==> src/design/bcdca_pkg.sv <==
// ----------------------------------------------------------------------------
// bcdca_pkg: shared types for the BCD clock with alarm
// Request codes, the digit store type and the command word that runs from
// the front end through the command queue to the execution back end.
// ----------------------------------------------------------------------------
package bcdca_pkg;

  // Request codes as they arrive on req_type; 6 and 7 mean nothing
  typedef enum logic [2:0] {
    OP_TICK       = 3'd0,
    OP_MIN_UP     = 3'd1,
    OP_HOUR_UP    = 3'd2,
    OP_ENTRY      = 3'd3,
    OP_SHOW_TIME  = 3'd4,
    OP_SHOW_ALARM = 3'd5
  } op_t;

  // Index 0 sec units, 1 sec tens, 2 min units, 3 min tens, 4 hour units, 5 hour tens
  typedef logic [5:0][3:0] digits_t;

  typedef struct packed {
    op_t        op;
    logic [3:0] digit;
    logic       target;
  } cmd_t;

  typedef struct packed {
    logic valid;
    cmd_t cmd;
  } q_head_t;

endpackage

==> src/design/bcdca_front.sv <==
// ----------------------------------------------------------------------------
// bcdca_front: request intake
// Accepts request words, drops undefined request codes and turns the rest
// into queue commands.
// ----------------------------------------------------------------------------
module bcdca_front (
  input  logic              in_valid,
  output logic              in_stall,
  input  logic [2:0]        in_req_type,
  input  logic [3:0]        in_digit,
  input  logic              in_set_target,
  input  logic              q_full,
  output logic              push,
  output bcdca_pkg::cmd_t   wr_cmd
);
  import bcdca_pkg::*;

  logic known;

  always_comb begin
    case (in_req_type) inside
      [OP_TICK:OP_SHOW_ALARM]: known = 1'b1;
      default:                 known = 1'b0;
    endcase
  end

  assign in_stall      = q_full;
  // drop undefined requests: accepted but never queued
  assign push          = in_valid && !q_full && known;
  assign wr_cmd.op     = op_t'(in_req_type);
  assign wr_cmd.digit  = in_digit;
  assign wr_cmd.target = in_set_target;

endmodule

==> src/design/bcdca_queue.sv <==
// ----------------------------------------------------------------------------
// bcdca_queue: command queue
// Small first-in first-out buffer that decouples request intake from
// execution.
// ----------------------------------------------------------------------------
module bcdca_queue #(
  parameter int DEPTH = 2
) (
  input  logic               clk,
  input  logic               rst_n,
  input  logic               push,
  input  bcdca_pkg::cmd_t    wr_cmd,
  output logic               full,
  input  logic               pop,
  output bcdca_pkg::q_head_t head
);
  import bcdca_pkg::*;

  localparam int AW = (DEPTH > 1) ? $clog2(DEPTH) : 1;
  localparam int CW = $clog2(DEPTH + 1);

  cmd_t          mem_r [DEPTH];
  logic [AW-1:0] wr_ptr_r, wr_ptr_nxt;
  logic [AW-1:0] rd_ptr_r, rd_ptr_nxt;
  logic [CW-1:0] cnt_r, cnt_nxt;

  assign full       = (cnt_r == CW'(DEPTH));
  assign head.valid = (cnt_r != '0);
  assign head.cmd   = mem_r[rd_ptr_r];

  always_comb begin
    wr_ptr_nxt = wr_ptr_r;
    rd_ptr_nxt = rd_ptr_r;
    cnt_nxt    = cnt_r;
    if (push) begin
      wr_ptr_nxt = (wr_ptr_r == AW'(DEPTH - 1)) ? '0 : wr_ptr_r + AW'(1);
    end
    if (pop) begin
      rd_ptr_nxt = (rd_ptr_r == AW'(DEPTH - 1)) ? '0 : rd_ptr_r + AW'(1);
    end
    if (push && !pop) begin
      cnt_nxt = cnt_r + CW'(1);
    end else if (pop && !push) begin
      cnt_nxt = cnt_r - CW'(1);
    end
  end

  always_ff @(posedge clk) begin
    if (!rst_n) begin
      wr_ptr_r <= '0;
      rd_ptr_r <= '0;
      cnt_r    <= '0;
    end else begin
      wr_ptr_r <= wr_ptr_nxt;
      rd_ptr_r <= rd_ptr_nxt;
      cnt_r    <= cnt_nxt;
    end
  end

  always_ff @(posedge clk) begin
    if (push) begin
      mem_r[wr_ptr_r] <= wr_cmd;
    end
  end

endmodule

==> src/design/bcdca_back.sv <==
// ----------------------------------------------------------------------------
// bcdca_back: command execution
// Holds the time, alarm and entry position, runs one queued command at a
// time and drives the result register; a show runs as eight words.
// ----------------------------------------------------------------------------
module bcdca_back (
  input  logic               clk,
  input  logic               rst_n,
  input  bcdca_pkg::q_head_t head,
  output logic               pop,
  output logic               out_valid,
  input  logic               out_stall,
  output logic [11:0]        out_spi_word,
  output logic               out_last,
  output logic               out_alarm_hit,
  output logic               out_entry_done
);
  import bcdca_pkg::*;

  typedef enum logic [1:0] {
    ST_IDLE = 2'b01,
    ST_SHOW = 2'b10
  } state_t;

  localparam logic [2:0]  POS_HOUR_T = 3'd7;
  localparam logic [2:0]  POS_HOUR_U = 3'd6;
  localparam logic [2:0]  POS_MIN_T  = 3'd4;
  localparam logic [2:0]  POS_MIN_U  = 3'd3;
  localparam logic [2:0]  POS_SEC_T  = 3'd1;
  localparam logic [2:0]  POS_SEC_U  = 3'd0;
  localparam logic [2:0]  WORD_LAST  = 3'd7;
  localparam logic [3:0]  REG_SEC_U  = 4'h1;
  localparam logic [3:0]  REG_SEC_T  = 4'h2;
  localparam logic [3:0]  REG_MIN_U  = 4'h4;
  localparam logic [3:0]  REG_MIN_T  = 4'h5;
  localparam logic [3:0]  REG_HOUR_U = 4'h7;
  localparam logic [3:0]  REG_HOUR_T = 4'h8;
  localparam logic [11:0] SEP_WORD_A = 12'h30A;
  localparam logic [11:0] SEP_WORD_B = 12'h60A;
  localparam logic [11:0] STATUS_WORD = 12'h000;

  function automatic digits_t hour_wrap(digits_t d);
    digits_t r;
    r = d;
    if (r[5] >= 4'd2 && r[4] >= 4'd4) begin
      r[5] = 4'd0;
      r[4] = 4'd0;
    end
    return r;
  endfunction

  // seconds advance with carries; each limit check runs whether or not a carry came in
  function automatic digits_t tick_next(digits_t d);
    logic [4:0] v0, v1, v2, v3, v4, v5;
    digits_t    r;
    v0 = {1'b0, d[0]} + 5'd1;
    v1 = {1'b0, d[1]};
    v2 = {1'b0, d[2]};
    v3 = {1'b0, d[3]};
    v4 = {1'b0, d[4]};
    v5 = {1'b0, d[5]};
    if (v0 > 5'd9) begin v0 = '0; v1 = v1 + 5'd1; end
    if (v1 >= 5'd6) begin v1 = '0; v2 = v2 + 5'd1; end
    if (v2 > 5'd9) begin v2 = '0; v3 = v3 + 5'd1; end
    if (v3 >= 5'd6) begin v3 = '0; v4 = v4 + 5'd1; end
    if (v4 > 5'd9) begin v4 = '0; v5 = v5 + 5'd1; end
    r[0] = v0[3:0];
    r[1] = v1[3:0];
    r[2] = v2[3:0];
    r[3] = v3[3:0];
    r[4] = v4[3:0];
    r[5] = v5[3:0];
    return hour_wrap(r);
  endfunction

  function automatic digits_t min_up_next(digits_t d);
    logic [4:0] u, t;
    digits_t    r;
    r = d;
    u = {1'b0, d[2]} + 5'd1;
    t = {1'b0, d[3]};
    if (u > 5'd9) begin u = '0; t = t + 5'd1; end
    if (t > 5'd5) begin t = '0; end
    r[2] = u[3:0];
    r[3] = t[3:0];
    return r;
  endfunction

  function automatic digits_t hour_up_next(digits_t d);
    logic [4:0] u;
    logic [3:0] t;
    digits_t    r;
    r = d;
    u = {1'b0, d[4]} + 5'd1;
    t = d[5];
    if (u > 5'd9) begin u = '0; t = t + 4'd1; end
    r[4] = u[3:0];
    r[5] = t;
    return hour_wrap(r);
  endfunction

  function automatic logic [11:0] show_word(logic [2:0] idx, digits_t d);
    logic [11:0] w;
    case (idx)
      3'd0:    w = {REG_HOUR_U, 4'h0, d[4]};
      3'd1:    w = {REG_HOUR_T, 4'h0, d[5]};
      3'd2:    w = {REG_MIN_U,  4'h0, d[2]};
      3'd3:    w = {REG_MIN_T,  4'h0, d[3]};
      3'd4:    w = {REG_SEC_U,  4'h0, d[0]};
      3'd5:    w = {REG_SEC_T,  4'h0, d[1]};
      3'd6:    w = SEP_WORD_A;
      default: w = SEP_WORD_B;
    endcase
    return w;
  endfunction

  state_t      state_r, state_nxt;
  logic [2:0]  cnt_r, cnt_nxt;
  logic        show_alarm_r, show_alarm_nxt;
  digits_t     time_r, time_nxt;
  digits_t     alarm_r, alarm_nxt;
  logic [2:0]  pos_r, pos_nxt;
  logic        out_valid_r, out_valid_nxt;
  logic [11:0] word_r, word_nxt;
  logic        last_r, last_nxt;
  logic        hit_r, hit_nxt;
  logic        done_r, done_nxt;

  logic        adv;
  digits_t     tick_d;
  digits_t     entry_d;
  logic        entry_done;

  assign adv    = !out_valid_r || !out_stall;
  assign pop    = adv && (state_r == ST_IDLE) && head.valid;
  assign tick_d = tick_next(time_r);

  always_comb begin
    entry_d    = head.cmd.target ? alarm_r : time_r;
    entry_done = 1'b0;
    case (pos_r)
      POS_HOUR_T: entry_d[5] = head.cmd.digit;
      POS_HOUR_U: entry_d[4] = head.cmd.digit;
      POS_MIN_T:  entry_d[3] = head.cmd.digit;
      POS_MIN_U:  entry_d[2] = head.cmd.digit;
      POS_SEC_T:  entry_d[1] = head.cmd.digit;
      POS_SEC_U: begin
        entry_d[0] = head.cmd.digit;
        entry_done = 1'b1;
      end
      default: ;  // separator position: digit ignored
    endcase
  end

  always_comb begin
    state_nxt      = state_r;
    cnt_nxt        = cnt_r;
    show_alarm_nxt = show_alarm_r;
    time_nxt       = time_r;
    alarm_nxt      = alarm_r;
    pos_nxt        = pos_r;
    out_valid_nxt  = out_valid_r;
    word_nxt       = word_r;
    last_nxt       = last_r;
    hit_nxt        = hit_r;
    done_nxt       = done_r;
    if (adv) begin
      out_valid_nxt = 1'b0;
      if (state_r == ST_SHOW) begin
        out_valid_nxt = 1'b1;
        word_nxt      = show_word(cnt_r, show_alarm_r ? alarm_r : time_r);
        last_nxt      = (cnt_r == WORD_LAST);
        hit_nxt       = 1'b0;
        done_nxt      = 1'b0;
        cnt_nxt       = cnt_r + 3'd1;
        if (cnt_r == WORD_LAST) begin
          state_nxt = ST_IDLE;
        end
      end else if (pop) begin
        out_valid_nxt = 1'b1;
        word_nxt      = STATUS_WORD;
        last_nxt      = 1'b1;
        hit_nxt       = 1'b0;
        done_nxt      = 1'b0;
        case (head.cmd.op)
          OP_TICK: begin
            time_nxt = tick_d;
            hit_nxt  = (tick_d == alarm_r);
          end
          OP_MIN_UP:  time_nxt = min_up_next(time_r);
          OP_HOUR_UP: time_nxt = hour_up_next(time_r);
          OP_ENTRY: begin
            if (head.cmd.target) begin
              alarm_nxt = entry_d;
            end else begin
              time_nxt = entry_d;
            end
            done_nxt = entry_done;
            pos_nxt  = pos_r - 3'd1;
          end
          OP_SHOW_TIME, OP_SHOW_ALARM: begin
            // first word now, the other seven from the show state
            show_alarm_nxt = (head.cmd.op == OP_SHOW_ALARM);
            word_nxt       = show_word(3'd0, (head.cmd.op == OP_SHOW_ALARM) ? alarm_r : time_r);
            last_nxt       = 1'b0;
            cnt_nxt        = 3'd1;
            state_nxt      = ST_SHOW;
          end
          default: out_valid_nxt = 1'b0;
        endcase
      end
    end
  end

  always_ff @(posedge clk) begin
    if (!rst_n) begin
      state_r     <= ST_IDLE;
      cnt_r       <= '0;
      time_r      <= '0;
      alarm_r     <= '0;
      pos_r       <= POS_HOUR_T;
      out_valid_r <= 1'b0;
    end else begin
      state_r     <= state_nxt;
      cnt_r       <= cnt_nxt;
      time_r      <= time_nxt;
      alarm_r     <= alarm_nxt;
      pos_r       <= pos_nxt;
      out_valid_r <= out_valid_nxt;
    end
  end

  always_ff @(posedge clk) begin
    show_alarm_r <= show_alarm_nxt;
    word_r       <= word_nxt;
    last_r       <= last_nxt;
    hit_r        <= hit_nxt;
    done_r       <= done_nxt;
  end

  assign out_valid      = out_valid_r;
  assign out_spi_word   = word_r;
  assign out_last       = last_r;
  assign out_alarm_hit  = hit_r;
  assign out_entry_done = done_r;

endmodule

==> src/design/bcd_clock_alarm_display.sv <==
// ----------------------------------------------------------------------------
// bcd_clock_alarm_display: 24-hour BCD clock with alarm and display words
//
//   channel | ports                                   | direction
//   --------+-----------------------------------------+----------
//   request | in_valid in_stall in_req_type in_digit  | in
//           | in_set_target                           |
//   result  | out_valid out_stall out_spi_word        | out
//           | out_last out_alarm_hit out_entry_done   |
//
// Tick, minute-up, hour-up and digit entry each give one status word from
// the back end; a show gives eight display words.
// The back end runs one command at a time; the command queue keeps taking
// requests while it works, until QUEUE_DEPTH commands wait.
// Synchronous reset clears time and alarm to 00:00:00 and the entry position
// to hour tens; out_stall holds the result register and then the back end.
// ----------------------------------------------------------------------------
module bcd_clock_alarm_display #(
  parameter int QUEUE_DEPTH = 2
) (
  input  logic        clk,
  input  logic        rst_n,
  input  logic        in_valid,
  output logic        in_stall,
  input  logic [2:0]  in_req_type,
  input  logic [3:0]  in_digit,
  input  logic        in_set_target,
  output logic        out_valid,
  input  logic        out_stall,
  output logic [11:0] out_spi_word,
  output logic        out_last,
  output logic        out_alarm_hit,
  output logic        out_entry_done
);
  import bcdca_pkg::*;

  logic    q_full;
  logic    push;
  logic    pop;
  cmd_t    wr_cmd;
  q_head_t head;

  bcdca_front u_front (
    .in_valid      (in_valid),
    .in_stall      (in_stall),
    .in_req_type   (in_req_type),
    .in_digit      (in_digit),
    .in_set_target (in_set_target),
    .q_full        (q_full),
    .push          (push),
    .wr_cmd        (wr_cmd)
  );

  bcdca_queue #(
    .DEPTH (QUEUE_DEPTH)
  ) u_queue (
    .clk    (clk),
    .rst_n  (rst_n),
    .push   (push),
    .wr_cmd (wr_cmd),
    .full   (q_full),
    .pop    (pop),
    .head   (head)
  );

  bcdca_back u_back (
    .clk            (clk),
    .rst_n          (rst_n),
    .head           (head),
    .pop            (pop),
    .out_valid      (out_valid),
    .out_stall      (out_stall),
    .out_spi_word   (out_spi_word),
    .out_last       (out_last),
    .out_alarm_hit  (out_alarm_hit),
    .out_entry_done (out_entry_done)
  );

endmodule

==> config.mk <==
export PLATFORM = sky130hd
export DESIGN_NAME = bcd_clock_alarm_display
export DESIGN_NICKNAME = d
export VERILOG_FILES = /design/src/design/bcdca_pkg.sv /design/src/design/bcdca_front.sv /design/src/design/bcdca_queue.sv /design/src/design/bcdca_back.sv /design/src/design/bcd_clock_alarm_display.sv
export SDC_FILE = /design/constraint.sdc
export NUM_CORES = 1
export LEC_CHECK = 0
export ABC_AREA = 0
export BUFFER_PORTS_ARGS = -buffer_cell sky130_fd_sc_hd__buf_4
export CORE_MARGIN = 1.5
export CORE_UTILIZATION = 30
export CTS_CLUSTER_SIZE = 30
export DETAILED_ROUTE_END_ITERATION = 8
export SLEW_MARGIN = 5
export SYNTH_ARGS = -nofsm -noshare
export SYNTH_HDL_FRONTEND = slang
export SYNTH_SLANG_ARGS = --single-unit
==> constraint.sdc <==
create_clock -name clk -period 8.8 [get_ports clk]
set_input_delay 0.44 -clock clk [delete_from_list [all_inputs] [get_ports clk]]
set_output_delay 0.44 -clock clk [all_outputs]
set_load 0.02 [all_outputs]
### After elaboration in Yosys (flattened, before gate mapping)

Memories as Yosys holds them, arrays and structs flattened. A register that Yosys moved wholly into a read port is not among the register bits.
Cells that the tools add are included.

* reductions and logical operators: 36
* $add $sub $neg: 13
* equal/unequal tests: 23
* shift operators: 0
* bitwise operators: 3
* order comparisons: 14
* div/mod/pow operators: 0
* muxes and demuxes: 71
* $mul: 0

Operator list (count)
* two-way mux 4 bit: 24
* one-hot mux 24 bit (4 select lines): 1
* one-hot mux 12 bit (7 select lines): 1
* two-way mux 24 bit: 3
* two-way mux 5 bit: 9
* equality test 3 bit (second input constant): 9
* adder 4 x 1 -> 5 bit (second input constant): 5
* greater-than comparator 5 x 4 -> 1 bit (second input constant): 5
* equality test 24 bit: 1
* two-way mux 12 bit: 2
* two-way mux 20 bit: 1
* two-way mux 1 bit: 18
* two-way mux 8 bit: 2
* equality test 3 x 2 -> 1 bit (second input constant): 5
* two-way mux 2 bit: 6
* AND reduction 4 bit: 3
* AND reduction 6 bit: 2
* two-way mux 11 bit: 1
* greater-or-equal comparator 5 x 3 -> 1 bit (second input constant): 2
* nonzero test 2 bit: 5
* equality test 3 x 1 -> 1 bit (second input constant): 3
* logical AND 1 bit: 9
* zero test 3 bit: 3
* two-way mux 3 bit: 3
* other kinds (24): 37

* input port bits: 12
* latch bits: 0
* register bits after elaboration: 77
* bits in writable memories: 16
* bits in read-only memories: 0
* memories: 1

Memory list
* u_queue.mem_r: depth 2, width 8, rd ports 1, clocked after Yosys merged registers in 1, wr ports 1, line bcdca_queue.sv:22 `cmd_t mem_r [DEPTH];`

### Longest topological paths before layout

* depth in word-level cells: 17
* gate-level depth with buffers: 19
* gate-level depth less buffers: 16

### Cells and area by module

Synthesis repeated with hierarchy kept, for this count alone.

* cell total of the unflattened synthesis: 865
* area total of the unflattened synthesis: 7041.8 um^2

By module, submodules not included
* bcdca_back: cells an instance 807, area an instance 6160.9 um^2, instances 1
* bcdca_queue: cells an instance 47, area an instance 797.0 um^2, instances 1
* bcdca_front: cells an instance 11, area an instance 83.8 um^2, instances 1

### Worst setup path after synthesis

No wires, ideal clock.

* path type: reg2reg
* start point: register u_back.time_r[0] in the netlist's numbering
* end point: register u_back.hit_r, in the netlist u_back.out_alarm_hit, data pin
* buffers on the path: 1
* arrival: 4.118 ns
* path slack: 4.412 ns
* stages on the path, launching flop included: 18
* period minus slack after synthesis: 4.388 ns
* library setup time: 0.270 ns
* cell sequence: dfxtp_1 -> buf_4 -> inv_1 -> ha_1 -> nor2b_1 -> o21ai_1 -> a211o_1 -> a22o_2 -> nand2_1 -> mux2_1 -> o31a_1 -> o21ai_4 -> mux2i_4 -> nor2_2 -> or4_4 -> mux4_2 -> o2111ai_1 -> a2111oi_2

* longest elaborated chain between the ends: 17

Ends and longest elaborated chain
* start, declared: line bcdca_back.sv:120 `digits_t time_r, time_nxt;`
* start signal, assigned: line bcdca_back.sv:226 `time_r <= time_nxt;`
* adder 4 x 1 -> 5 bit (*): line bcdca_back.sv:56 `v0 = {1'b0, d[0]} + 5'd1;`
* greater-than comparator 5 x 4 -> 1 bit: line bcdca_back.sv:62 `if (v0 > 5'd9) begin v0 = '0; v1 = v1 + 5'd1; end`
* two-way mux 5 bit: line bcdca_back.sv:62
* greater-or-equal comparator 5 x 3 -> 1 bit: line bcdca_back.sv:63 `if (v1 >= 5'd6) begin v1 = '0; v2 = v2 + 5'd1; end`
* two-way mux 5 bit: line bcdca_back.sv:63
* greater-than comparator 5 x 4 -> 1 bit: line bcdca_back.sv:64 `if (v2 > 5'd9) begin v2 = '0; v3 = v3 + 5'd1; end`
* two-way mux 5 bit: line bcdca_back.sv:64
* greater-or-equal comparator 5 x 3 -> 1 bit: line bcdca_back.sv:65 `if (v3 >= 5'd6) begin v3 = '0; v4 = v4 + 5'd1; end`
* two-way mux 5 bit: line bcdca_back.sv:65
* greater-than comparator 5 x 4 -> 1 bit: line bcdca_back.sv:66 `if (v4 > 5'd9) begin v4 = '0; v5 = v5 + 5'd1; end`
* two-way mux 4 bit: line bcdca_back.sv:66
* greater-or-equal comparator 4 x 2 -> 1 bit or greater-or-equal comparator 4 x 3 -> 1 bit (tied branches): line bcdca_back.sv:45 `if (r[5] >= 4'd2 && r[4] >= 4'd4) begin`
* logical AND 1 bit: line bcdca_back.sv:45
* two-way mux 8 bit: line bcdca_back.sv:45
* equality test 24 bit (*): line bcdca_back.sv:188 `hit_nxt = (tick_d == alarm_r);`
* two-way mux 1 bit (*): line bcdca_back.sv:185 `case (head.cmd.op)`
* two-way mux 1 bit (*): line bcdca_back.sv:179 `end else if (pop) begin`
* end signal, assigned: line bcdca_back.sv:237 `hit_r <= hit_nxt;`
* end, declared: line bcdca_back.sv:126 `logic hit_r, hit_nxt;`

Mark *: on every way between the ends. The rest lies on a longest branch, timed or not. The select of a mux whose other input is x is not followed.
A chain may end at the register's enable or synchronous reset.

### Worst setup path in the final report

Same ends and word-level chain as after synthesis.

==> impl_metrics.toml <==
[finish]
post-route-util_pct = 33.5
seq_area_mm2 = 0.00208
multi_input_area_mm2 = 0.00448
nets = 847
final_design_area_no_fill_mm2 = 0.00755
insertedDiodeCount = 0
layout-drive-gt1-share_pct = 10.1
areaGrowthSynthToFinish_pct = 9.49
num-fill-cells = 2337

[clock_tree]
cts.sinks = 90
numCtsBuffers = 9
hold_buffers = 0
cts_tree = "built"
clkLatencyLatePin_ns = 0.35
path_clk_slew_ns = 0.07
h-tree-depth = 3
post_cts_resized = 0
cts_root_buf = "clkbuf_16"
post_cts_buffers = 0
cts_buffer_depth = 2

[timing]
tightestPinTransition_ns = 1.05
slew_headroom_pct = 29.9
rsz0062_at_grt = "false"
whs_ns = 0.268
maxSlewViolCount = 0
setup_violations = 0
clock_skew_ns = 0.00785
period_minus_slack_ns = 5.24
fmax_mhz = 191
hold_viol_final = 0
finalCritPeriodShare_pct = 59.5
fin_tns_setup_ns = 0

[worst_setup_path]
crit_chain = "inv_1 -> ha_1 -> nor2b_1 -> o21ai_1 -> a211o_1 -> a22o_2 -> nand2_1 -> mux2_1 -> o31a_1 -> o21ai_4 -> mux2i_4 -> nor2_2 -> or4_4 -> mux4_2 -> o2111ai_1 -> a2111oi_2"
rr_worst_depth = 16
r2r_slack_ns = 3.56
worstPathMaxFanout = 17
critPathArrivalTime_ns = 5.32
max_stage_delay_ns = 0.54
worstSetupPathType = "flip-flop to flip-flop"
crit_family = "compound AO/OA/AOI/OAI gates"
crit_path_start_kind = "flip-flop"
critPathCaptureType = "flip-flop"
path_buf_inv = 1
cpMaxStageDelayCell = "or4_4"
critical_path_required_ns = 8.89
r2r-start = "u_back.time_r[0]$_SDFFE_PN0P_"
worstReg2RegEnd = "u_back.out_alarm_hit$_SDFFCE_PP0P_"

[placement]
place.gp.congestion = 0.922
io_buffers = 24
detailed_place_hpwl_mm = 14.3
placed_area_mm2 = 0.00724

[min_path]
whs_path_depth = 1
hold_class = "input pin to flip-flop"
min_from = "in_set_target"
holdPathEnd = "u_queue.mem_r[1][0]$_DFFE_PP_"

[synth]
synth_edf_count = 28
synth_area_mm2 = 0.00690
synth_cell_types = 77
yosys_register_bits = 90
syn_area_per_cell_um2 = 8.32
ys_seq_area_share_pct = 30.2
synthArstFlopShare_pct = 0
ys_warn_count = 0
syn_inst = 829
ys.flop_type = "dfxtp_1"

[route]
vias_per_cell = 5.67
drc = 0
initialDrtViolationCount = 588
firstDrtPassIters = 5
vias = 6259
ant_nets = 0
avgRoutedWirePerCell_um = 18.1
drt-total-wl_mm = 20.0

[outcome]
status = "complete, no violations"

[power]
total_power_w = 0.00182
power.density_mw_per_mm2 = 241
p_leak_nw = 3.05
vdd.ir_drop.worst_mv = 0.0983

[global_route]
grt_overflow = 0
grt_pass1_wl_mm = 31.9
grt_usage_pct = 17.1
grt_pass1_vias = 5744
grt_max_degree = 62
antenna_found_initial = 0

[run]
cap_viol_max_count = 0

[die]
die_x_um = 155
dieHeight_um = 155
die-area_mm2 = 0.0239
core_area_mm2 = 0.0226
pin_count = 29
row_count = 55
start_util_pct = 30.6
## metal layers
metal | GRT usage, % | vias to the layer above | routed length [µm]
li1 | - | 3001 | -
met4 | 6.73 | 0 | 581
met1 | 23.1 | 3003 | 9250
met3 | 3.50 | 40 | 1220
met2 | 26.6 | 215 | 8970
met5 | 0 | - | 0
## where the power goes
part / switching (W) / internal, W / leakage (nW)
clock network: 0.000186 / 0.000226 / 0.150
registers: 0.000111 / 0.000510 / 0.766
logic: 0.000485 / 0.000305 / 2.13
total: 0.000781 / 0.00104 / 3.05
## area by class of cell
cell class / count / share of cell area, %
Clock inverter: 7 / 1.09
Inverter: 26 / 1.29
Multi-Input combinational cell: 657 / 59.4
Tap cell: 285 / 4.72
Timing Repair Buffer: 30 / 2.98
Clock buffer: 9 / 2.98
Sequential cell: 90 / 27.6
## metrics by stage
step | cells | worst slack (ns)
2_1_floorplan | 832 | 4.41
3_3_place_gp | 1088 | 3.72
3_5_place_dp | 1088 | 3.62
4_1_cts | 1104 | 3.59
5_1_grt | 1104 | 3.26
6_report | 1104 | 3.56
## layout by cell type (no fill, tap or decap), drive strengths merged, types with 9 or more instances in the layout
cell	n
nand2	97
nor2	76
dfxtp	62
mux2i	56
a21oi	54
o21ai	51
buf	30
inv	30
edfxtp	28
o211a	26
ha	21
nand3	20
nor2b	19
xnor2	19
nand2b	17
mux2	16
nor3	14
xor2	14
and2	11
o22ai	10
a211oi	10
a31oi	9
clkbuf	9
## cells in the mapped netlist, types with 21 or more instances
cell | instances | area [µm²]
inv_1 | 26 | 97.6
edfxtp_1 | 28 | 841
ha_1 | 21 | 263
mux2i_1 | 54 | 541
nand2_1 | 97 | 364
nor2_1 | 74 | 278
dfxtp_1 | 62 | 1240
o211a_1 | 26 | 260
o21ai_0 | 46 | 230
clkbuf_1 | 44 | 165
a21oi_1 | 53 | 265
## state kept, by name, indices dropped and copies added (netlist names), named ones only
register	count
u_back.cnt_r	3
u_queue.rd_ptr_r	1
u_back.time_r	24
u_back.show_alarm_r	1
u_back.out_valid	1
u_back.pos_r	3
u_queue.wr_ptr_r	1
u_back.state_r	2
u_queue.cnt_r	2
u_back.out_entry_done	1
u_back.alarm_r	24
u_back.out_alarm_hit	1
u_back.out_last	1
u_back.out_spi_word	8
u_queue.mem_r	16
## worst max-delay path by stage
| stage | startpoint | endpoint | slack, ns | cells after the start |
|---|---|---|---|---|
| finish | u_back.time_r[0]$_SDFFE_PN0P_ | u_back.out_alarm_hit$_SDFFCE_PP0P_ | 3.56 | 16 |
| global placement | u_back.time_r[0]$_SDFFE_PN0P_ | u_back.out_alarm_hit$_SDFFCE_PP0P_ | 3.72 | 16 |
| detailed placement | u_back.time_r[0]$_SDFFE_PN0P_ | u_back.out_alarm_hit$_SDFFCE_PP0P_ | 3.62 | 16 |
| CTS | u_back.time_r[0]$_SDFFE_PN0P_ | u_back.out_alarm_hit$_SDFFCE_PP0P_ | 3.59 | 16 |
| floorplan | u_back.time_r[0]$_SDFFE_PN0P_ | u_back.out_alarm_hit$_SDFFCE_PP0P_ | 4.41 | 17 |
| global route | u_back.time_r[0]$_SDFFE_PN0P_ | u_back.out_alarm_hit$_SDFFCE_PP0P_ | 3.26 | 16 |
## kinds of logic (layout without fill, tap and decap cells)
| group | count (synthesis) | count (layout) | synth area share [%] |
|---|---|---|---|
| and+or+nand+nor | 292 | 292 | 20.2 |
| AOI/OAI and AO/OA | 230 | 230 | 23.4 |
| DFF | 90 | 90 | 30.2 |
| buffers and inverters | 85 | 72 | 5.17 |
| muxes | 77 | 77 | 12.7 |
| xor gates and xnor gates | 33 | 33 | 4.41 |
| adders and majority gates | 21 | 21 | 3.81 |
| other | 1 | 4 | 0.0544 |
(Power assumes the default switching activity.)
